**src/rtl/mrv_pkg.sv**
```systemverilog
package mrv_pkg;

  // Function codes that get their own checks.
  localparam logic [7:0] FcWriteCoil = 8'd5;
  localparam logic [7:0] FcWriteReg  = 8'd6;

  // The only nonzero value a single coil write may carry.
  localparam logic [15:0] CoilOnValue = 16'hFF00;

  // Byte positions inside a request; PosIdle waits for the next frame start.
  localparam logic [2:0] PosSlave    = 3'd0;
  localparam logic [2:0] PosFunction = 3'd1;
  localparam logic [2:0] PosAddrHigh = 3'd2;
  localparam logic [2:0] PosAddrLow  = 3'd3;
  localparam logic [2:0] PosQtyHigh  = 3'd4;
  localparam logic [2:0] PosQtyLow   = 3'd5;
  localparam logic [2:0] PosIdle     = 3'd6;

  // Register indexes on the configuration port.
  localparam logic [1:0] RegOwnSlave    = 2'd0;
  localparam logic [1:0] RegServedFunc  = 2'd1;
  localparam logic [1:0] RegWindowStart = 2'd2;
  localparam logic [1:0] RegWindowLen   = 2'd3;

  // Depth of the queue between front and back.
  localparam int QDepth = 2;
  localparam int QPtrW  = $clog2(QDepth);
  localparam int QCntW  = $clog2(QDepth + 1);

  typedef enum logic [2:0] {
    VOk       = 3'd0,
    VSlave    = 3'd1,
    VFunction = 3'd2,
    VCoil     = 3'd3,
    VAddress  = 3'd4,
    VRange    = 3'd5
  } verdict_e;

  // One captured request, as handed from front to back.
  typedef struct packed {
    logic [7:0]  slave;
    logic [7:0]  func;
    logic [15:0] address;
    logic [15:0] quantity;
  } frame_t;

  // Configuration registers as seen by the checker.
  typedef struct packed {
    logic [7:0]  own_slave_id;
    logic [7:0]  served_function;
    logic [15:0] window_start;
    logic [15:0] window_length;
  } cfg_t;

endpackage

```
**src/rtl/modbus_rtu_request_validator_core.sv**
```systemverilog
// Channel   Direction  Handshake                  Payload
// bytes     in         push / full                rx_byte_i, frame_start_i
// results   out        empty / pop                verdict_o, request_address_o,
//                                                 request_quantity_o
// config    in         psel/penable/pwrite/pready paddr, pwdata, prdata
//
// One request byte is taken every cycle while the front-to-back queue has room.
// A verdict reaches the result ports once the last byte of a request has passed
// through the two-entry queue and then through the checker's output register.
// Reset leaves the byte counter waiting for a frame start and the queue empty;
// the registers take their documented reset values. No clearing pass is needed.
// A stalled result side fills the queue and then raises full.
module modbus_rtu_request_validator_core (
  input  logic        clk_i,
  input  logic        rst_ni,
  // Request bytes.
  input  logic        push,
  output logic        full,
  input  logic [7:0]  rx_byte_i,
  input  logic        frame_start_i,
  // Results.
  output logic        empty,
  input  logic        pop,
  output logic [2:0]  verdict_o,
  output logic [15:0] request_address_o,
  output logic [15:0] request_quantity_o,
  // Configuration.
  input  logic        psel,
  input  logic        penable,
  input  logic        pwrite,
  input  logic [3:0]  paddr,
  input  logic [31:0] pwdata,
  output logic [31:0] prdata,
  output logic        pready
);

  mrv_pkg::cfg_t   cfg_q;
  mrv_pkg::frame_t q_wdata;
  mrv_pkg::frame_t q_rdata;
  logic            q_push;
  logic            q_pop;
  logic            q_empty;
  logic            cfg_wr;
  logic [1:0]      reg_idx;

  // Configuration registers.
  assign pready  = 1'b1;
  assign reg_idx = paddr[3:2];
  assign cfg_wr  = psel && penable && pwrite && pready;

  always_ff @(posedge clk_i or negedge rst_ni) begin
    if (!rst_ni) begin
      cfg_q.own_slave_id    <= 8'd1;
      cfg_q.served_function <= 8'd3;
      cfg_q.window_start    <= 16'd0;
      cfg_q.window_length   <= 16'd0;
    end else if (cfg_wr) begin
      case (reg_idx)
        mrv_pkg::RegOwnSlave:    cfg_q.own_slave_id    <= pwdata[7:0];
        mrv_pkg::RegServedFunc:  cfg_q.served_function <= pwdata[7:0];
        mrv_pkg::RegWindowStart: cfg_q.window_start    <= pwdata[15:0];
        mrv_pkg::RegWindowLen:   cfg_q.window_length   <= pwdata[15:0];
        default: ;
      endcase
    end
  end

  // Register read back.
  always_comb begin
    case (reg_idx)
      mrv_pkg::RegOwnSlave:    prdata = {24'd0, cfg_q.own_slave_id};
      mrv_pkg::RegServedFunc:  prdata = {24'd0, cfg_q.served_function};
      mrv_pkg::RegWindowStart: prdata = {16'd0, cfg_q.window_start};
      mrv_pkg::RegWindowLen:   prdata = {16'd0, cfg_q.window_length};
      default:                 prdata = '0;
    endcase
  end

  // Front: byte capture.
  mrv_front u_front (
    .clk_i         (clk_i),
    .rst_ni        (rst_ni),
    .push_i        (push),
    .full_i        (full),
    .rx_byte_i     (rx_byte_i),
    .frame_start_i (frame_start_i),
    .q_push_o      (q_push),
    .q_wdata_o     (q_wdata)
  );

  // Queue between capture and checking.
  mrv_queue u_queue (
    .clk_i   (clk_i),
    .rst_ni  (rst_ni),
    .push_i  (q_push),
    .wdata_i (q_wdata),
    .full_o  (full),
    .pop_i   (q_pop),
    .empty_o (q_empty),
    .rdata_o (q_rdata)
  );

  // Back: checks and result register.
  mrv_judge u_judge (
    .clk_i              (clk_i),
    .rst_ni             (rst_ni),
    .cfg_i              (cfg_q),
    .q_empty_i          (q_empty),
    .q_rdata_i          (q_rdata),
    .q_pop_o            (q_pop),
    .pop_i              (pop),
    .empty_o            (empty),
    .verdict_o          (verdict_o),
    .request_address_o  (request_address_o),
    .request_quantity_o (request_quantity_o)
  );

`ifndef ASSERT_OFF
  // An accepted coil or register write always targets the configured address.
  a_write_addr: assert property (@(posedge clk_i) disable iff (!rst_ni)
    (!empty && verdict_o == mrv_pkg::VOk &&
     (cfg_q.served_function == mrv_pkg::FcWriteCoil ||
      cfg_q.served_function == mrv_pkg::FcWriteReg))
    |-> request_address_o == cfg_q.window_start)
    else $error("accepted write does not match window start");

  // A new result only appears when the queue held a request.
  a_result_source: assert property (@(posedge clk_i) disable iff (!rst_ni)
    $fell(empty) |-> $past(!q_empty))
    else $error("result appeared without a queued request");

  // The back side never drains an empty queue.
  a_pop_nonempty: assert property (@(posedge clk_i) disable iff (!rst_ni)
    q_pop |-> !q_empty)
    else $error("checker popped an empty queue");
`endif

endmodule

```
**src/rtl/mrv_front.sv**
```systemverilog
module mrv_front (
  input  logic           clk_i,
  input  logic           rst_ni,
  input  logic           push_i,
  input  logic           full_i,
  input  logic [7:0]     rx_byte_i,
  input  logic           frame_start_i,
  output logic           q_push_o,
  output mrv_pkg::frame_t q_wdata_o
);

  logic [2:0]  pos_q, pos_d;
  logic [2:0]  pos_cur;
  logic [7:0]  slave_q;
  logic [7:0]  func_q;
  logic [7:0]  high_q;
  logic [15:0] addr_q;
  logic        accept;

  assign accept = push_i && !full_i;

  // A frame start always restarts capture at the slave id byte.
  assign pos_cur = frame_start_i ? mrv_pkg::PosSlave : pos_q;

  // Next byte position.
  always_comb begin
    pos_d = pos_q;
    if (accept) begin
      case (pos_cur)
        mrv_pkg::PosSlave:    pos_d = mrv_pkg::PosFunction;
        mrv_pkg::PosFunction: pos_d = mrv_pkg::PosAddrHigh;
        mrv_pkg::PosAddrHigh: pos_d = mrv_pkg::PosAddrLow;
        mrv_pkg::PosAddrLow:  pos_d = mrv_pkg::PosQtyHigh;
        mrv_pkg::PosQtyHigh:  pos_d = mrv_pkg::PosQtyLow;
        mrv_pkg::PosQtyLow:   pos_d = mrv_pkg::PosIdle;
        default:              pos_d = pos_q;
      endcase
    end
  end

  always_ff @(posedge clk_i or negedge rst_ni) begin
    if (!rst_ni) begin
      pos_q <= mrv_pkg::PosIdle;
    end else begin
      pos_q <= pos_d;
    end
  end

  // Field capture; each byte lands in the field its position selects.
  always_ff @(posedge clk_i) begin
    if (accept) begin
      case (pos_cur)
        mrv_pkg::PosSlave:    slave_q <= rx_byte_i;
        mrv_pkg::PosFunction: func_q  <= rx_byte_i;
        mrv_pkg::PosAddrHigh: high_q  <= rx_byte_i;
        mrv_pkg::PosAddrLow:  addr_q  <= {high_q, rx_byte_i};
        mrv_pkg::PosQtyHigh:  high_q  <= rx_byte_i;
        default: ;
      endcase
    end
  end

  // The last byte of a request completes the record and queues it.
  assign q_push_o           = accept && (pos_cur == mrv_pkg::PosQtyLow);
  assign q_wdata_o.slave    = slave_q;
  assign q_wdata_o.func     = func_q;
  assign q_wdata_o.address  = addr_q;
  assign q_wdata_o.quantity = {high_q, rx_byte_i};

endmodule

```
**src/rtl/mrv_queue.sv**
```systemverilog
module mrv_queue (
  input  logic            clk_i,
  input  logic            rst_ni,
  input  logic            push_i,
  input  mrv_pkg::frame_t wdata_i,
  output logic            full_o,
  input  logic            pop_i,
  output logic            empty_o,
  output mrv_pkg::frame_t rdata_o
);

  mrv_pkg::frame_t                 mem_q [mrv_pkg::QDepth];
  logic [mrv_pkg::QPtrW-1:0]       wr_ptr_q, rd_ptr_q;
  logic [mrv_pkg::QCntW-1:0]       cnt_q;
  logic                            do_push, do_pop;

  assign full_o  = (cnt_q == mrv_pkg::QCntW'(mrv_pkg::QDepth));
  assign empty_o = (cnt_q == '0);
  assign do_push = push_i && !full_o;
  assign do_pop  = pop_i && !empty_o;
  assign rdata_o = mem_q[rd_ptr_q];

  // Pointer and fill count bookkeeping.
  always_ff @(posedge clk_i or negedge rst_ni) begin
    if (!rst_ni) begin
      wr_ptr_q <= '0;
      rd_ptr_q <= '0;
      cnt_q    <= '0;
    end else begin
      if (do_push) begin
        wr_ptr_q <= (wr_ptr_q == mrv_pkg::QPtrW'(mrv_pkg::QDepth - 1)) ?
                    '0 : wr_ptr_q + 1'b1;
      end
      if (do_pop) begin
        rd_ptr_q <= (rd_ptr_q == mrv_pkg::QPtrW'(mrv_pkg::QDepth - 1)) ?
                    '0 : rd_ptr_q + 1'b1;
      end
      if (do_push && !do_pop) begin
        cnt_q <= cnt_q + 1'b1;
      end else if (do_pop && !do_push) begin
        cnt_q <= cnt_q - 1'b1;
      end
    end
  end

  // Storage.
  always_ff @(posedge clk_i) begin
    if (do_push) begin
      mem_q[wr_ptr_q] <= wdata_i;
    end
  end

endmodule

```
**src/rtl/mrv_judge.sv**
```systemverilog
module mrv_judge (
  input  logic            clk_i,
  input  logic            rst_ni,
  input  mrv_pkg::cfg_t   cfg_i,
  input  logic            q_empty_i,
  input  mrv_pkg::frame_t q_rdata_i,
  output logic            q_pop_o,
  input  logic            pop_i,
  output logic            empty_o,
  output logic [2:0]      verdict_o,
  output logic [15:0]     request_address_o,
  output logic [15:0]     request_quantity_o
);

  mrv_pkg::verdict_e verdict;
  logic [16:0]       req_end;
  logic [16:0]       win_end;
  logic              out_valid_q;
  logic              load;
  logic [2:0]        verdict_q;
  logic [15:0]       addr_q;
  logic [15:0]       qty_q;

  // Range sums are kept at 17 bits so they never wrap.
  assign req_end = {1'b0, q_rdata_i.address} + {1'b0, q_rdata_i.quantity};
  assign win_end = {1'b0, cfg_i.window_start} + {1'b0, cfg_i.window_length};

  // Checks in priority order; the first failing one sets the verdict.
  always_comb begin
    if (q_rdata_i.slave != cfg_i.own_slave_id) begin
      verdict = mrv_pkg::VSlave;
    end else if (q_rdata_i.func != cfg_i.served_function) begin
      verdict = mrv_pkg::VFunction;
    end else if (cfg_i.served_function == mrv_pkg::FcWriteCoil) begin
      if (q_rdata_i.quantity != '0 && q_rdata_i.quantity != mrv_pkg::CoilOnValue) begin
        verdict = mrv_pkg::VCoil;
      end else if (q_rdata_i.address != cfg_i.window_start) begin
        verdict = mrv_pkg::VAddress;
      end else begin
        verdict = mrv_pkg::VOk;
      end
    end else if (cfg_i.served_function == mrv_pkg::FcWriteReg) begin
      if (q_rdata_i.address != cfg_i.window_start) begin
        verdict = mrv_pkg::VAddress;
      end else begin
        verdict = mrv_pkg::VOk;
      end
    end else if (req_end <= win_end && q_rdata_i.address >= cfg_i.window_start) begin
      verdict = mrv_pkg::VOk;
    end else begin
      verdict = mrv_pkg::VRange;
    end
  end

  // The output register takes a new request when empty or being drained.
  assign load    = !q_empty_i && (!out_valid_q || pop_i);
  assign q_pop_o = load;

  always_ff @(posedge clk_i or negedge rst_ni) begin
    if (!rst_ni) begin
      out_valid_q <= 1'b0;
    end else if (load) begin
      out_valid_q <= 1'b1;
    end else if (pop_i) begin
      out_valid_q <= 1'b0;
    end
  end

  always_ff @(posedge clk_i) begin
    if (load) begin
      verdict_q <= verdict;
      addr_q    <= q_rdata_i.address;
      qty_q     <= q_rdata_i.quantity;
    end
  end

  assign empty_o            = !out_valid_q;
  assign verdict_o          = verdict_q;
  assign request_address_o  = addr_q;
  assign request_quantity_o = qty_q;

endmodule

```
**config.mk**
```make
export PLATFORM = sky130hd
export DESIGN_NAME = modbus_rtu_request_validator_core
export DESIGN_NICKNAME = d
export VERILOG_FILES = /design/src/rtl/mrv_pkg.sv /design/src/rtl/modbus_rtu_request_validator_core.sv /design/src/rtl/mrv_front.sv /design/src/rtl/mrv_queue.sv /design/src/rtl/mrv_judge.sv
export SDC_FILE = /design/constraint.sdc
export NUM_CORES = 1
export LEC_CHECK = 0
export ABC_AREA = 1
export BUFFER_PORTS_ARGS = -buffer_cell sky130_fd_sc_hd__buf_2
export CAP_MARGIN = 25
export CORE_ASPECT_RATIO = 1.25
export CORE_MARGIN = 2
export CORE_UTILIZATION = 55
export DETAILED_ROUTE_END_ITERATION = 10
export PLACE_DENSITY = 0.76
export SETUP_SLACK_MARGIN = 0.2
export SYNTH_ARGS = -nofsm -noshare
export SYNTH_HDL_FRONTEND = slang
export SYNTH_SLANG_ARGS = --single-unit
```
**constraint.sdc**
```tcl
create_clock -name clk_i -period 7.3 [get_ports clk_i]
set_input_delay 1.46 -clock clk_i [delete_from_list [all_inputs] [get_ports clk_i]]
set_output_delay 1.46 -clock clk_i [all_outputs]
set_load 0.01 [all_outputs]
```
==> impl_metrics.tcl <==
set metrics [dict create \
    status "completed" \
    cts.clk_slew.worst_paths_ps 60 \
    place_inst 1405 \
    avgSynthCellArea_um2 10.3 \
    path_common_cell "nand2_1" \
    initial_core_util_pct 56.4 \
    setup_viol 0 \
    ys.flop_type "edfxtp_1" \
    antenna_cells 0 \
    async_flop_share_pct 24.7 \
    cts.sinks 227 \
    period_needed_ps 4530 \
    place.gp.congestion 0.901 \
    area_delta_synth_final_pct 12.5 \
    rsz0062_at_grt "false" \
    cts_tree "done" \
    relSlewSlack_pct 35.6 \
    yosys_warnings 0 \
    worstPathRequired_ps 7550 \
    cts_buffer_depth 3 \
    dp_slack_ps 2750 \
    drive_gt1_share_pct 12.4 \
    cts_hold_buf 0 \
    p_per_area_nw_per_um2 401 \
    critPathMaxStageDelay_ps 470 \
    dpl.hpwl_um 16900 \
    netlist_area_um2 11000 \
    track_usage_pct 22.3 \
    stdcell_area_um2 12400 \
    start_kind "flip-flop" \
    cp-end-kind "flip-flop" \
    tns_ps 0 \
    fp.dieH_um 162 \
    clkLatencyLatePin_ps 500 \
    postCtsSetupRepairBufs 0 \
    hold_viol 0 \
    worst_pin_slew_ps 964 \
    worstPathMaxFanout 50 \
    cp_slowest_cell "buf_4" \
    drc 0 \
    crit_type "flip-flop to flip-flop" \
    cts-buffers-inserted 23 \
    cts_resized 0 \
    wl_um 23200 \
    initialDrtViolationCount 442 \
    power_mw 4.97 \
    worst_slack_ps 2770 \
    fmax_mhz 221 \
    port_buffers 86 \
    io_pins 122 \
    finalNonFillerCells 1447 \
    timing.final.crit_share_pct 62.0 \
    maxCapViolCount 0 \
    synth_area_leaders "edfxtp_1, dfrtp_1, nand2_1" \
    dpl_cell_area_um2 11700 \
    fp.coreArea_um2 19500 \
    hp-class "flip-flop to flip-flop" \
    viasPerCell 5.18 \
    fin_worst_skew_ps 5.47 \
    cts_max_level 1 \
    grt_pass1_wl_um 36300 \
    synth_edf_count 171 \
    grt_max_degree 57 \
    vias 7490 \
    cts-root-buf "clkbuf_16" \
    ant_nets 0 \
    grt_pass1_vias 7207 \
    grt.overflow.total 0 \
    die_area_um2 21200 \
    synth_top_area_share_pct 46.6 \
    wl_per_cell_um 16.0 \
    ir_worst_vdd_uv 341 \
    final_net_count 1285 \
    ys_seq_area_share_pct 59.3 \
    slew_viol_final 0 \
    num-fill-cells 1589 \
    postSynthRegisterBits 227 \
    dr.pass1.iters 5 \
    worstPathArrival_ps 4780 \
    synth_area_leader_cell "edfxtp_1" \
    synth_most_common_cell "nand2_1" \
    row_count 57 \
    antenna_found_initial 0 \
    die_x_um 131 \
    leakage_nw 5.52 \
    synth_cell_types 41 \
    netlist_top_cells_count "nand2_1, edfxtp_1, inv_1" \
    syn_inst 1072 \
]
cells in the final DEF (no fill, tap or decap), drive strengths merged, types with 30 or more instances in the layout:
master,netlist,routed
buf,27,91
dfrtp,51,51
clkbuf,11,30
xor2,32,32
ha,66,66
o21ai,79,79
edfxtp,171,171
a21oi,46,46
nand2,334,334
inv,103,106
nor2,62,62
path summary, 6_finish.rpt:
path                            cells after the start                   end  slack (ps)                from
max in group asynchronous                           2      u_front.pos_q[0]        5670              rst_ni
worst max register to register                     26  u_judge.verdict_o[0]        2770    u_queue.rd_ptr_q
worst max-delay path                               26  u_judge.verdict_o[0]        2770    u_queue.rd_ptr_q
worst min-delay path                                0  u_queue.mem_q[1][42]         440  u_front.slave_q[2]
worst min register to register                      0  u_queue.mem_q[1][42]         440  u_front.slave_q[2]
min in group asynchronous                           2             cfg_q[30]        1090              rst_ni
metal layers:
| metal | part of all wire [%] | global-route usage (%) | wire (um) | vias to the layer above |
|---|---|---|---|---|
| li1 | - | - | - | 3759 |
| met1 | 41 | 27.3 | 9470 | 3479 |
| met2 | 52 | 40.4 | 12100 | 211 |
| met3 | 4.7 | 3.25 | 1100 | 41 |
| met4 | 2.4 | 6.53 | 545 | 0 |
| met5 | 0 | 0 | 0 | - |
per-stage QoR:
stage	hold slack (ps)	util [%]
after global routing	438	63.5
after floorplan	421	-
final	439	63.5
after global placement	422	59.7
after CTS	437	63.5
after detailed placement	429	59.7
logic make-up (layout without fill, tap and decap cells):
family / Yosys count / after routing / synth area share, %
buffers and inverters: 141 / 236 / 5.86
flip-flops: 227 / 227 / 59.3
XOR/XNOR: 46 / 46 / 3.65
AO/OA/AOI/OAI: 149 / 149 / 7.50
other: 2 / 17 / 0.0681
adder cells (fa/ha/maj): 68 / 68 / 7.85
AND/OR/NAND/NOR: 439 / 439 / 15.8
sequential cells by signal, indices dropped and copies added, names as in the netlist, 2 cells and up:
signal                      flops
u_judge.verdict_o               3
u_judge.request_address_o      16
u_queue.cnt_q                   2
u_front.high_q                  8
u_queue.mem_q                  96
u_judge.request_quantity_o     16
u_front.pos_q                   3
u_front.addr_q                 16
u_front.func_q                  8
u_front.slave_q                 8
cfg_q                          48
critical path: cells and delay by family (launching register included):
family                     cells  cell delay (ps)
AOI/OAI and AO/OA              4              490
buffers and inverters          4              920
adders and majority gates      3             1020
DFF                            1              320
and+or+nand+nor               15             1500
final cells by class:
type / count / area (um^2) / share of cell area [%]
multi-input cells: 719 / 3930 / 31.6
repair buffers: 91 / 468 / 3.77
clock inverters: 12 / 124 / 0.998
inverters: 103 / 392 / 3.16
well taps: 265 / 332 / 2.67
clock buffers: 30 / 626 / 5.04
flip-flops and latches: 227 / 6540 / 52.7
report_power, final:
| group | switching [mW] | internal, mW |
|---|---|---|
| Sequential | 0.103 | 1.67 |
| Clock | 0.470 | 0.680 |
| Combinational | 1.33 | 0.723 |
Note: power is estimated with default switching activity, not from simulation.
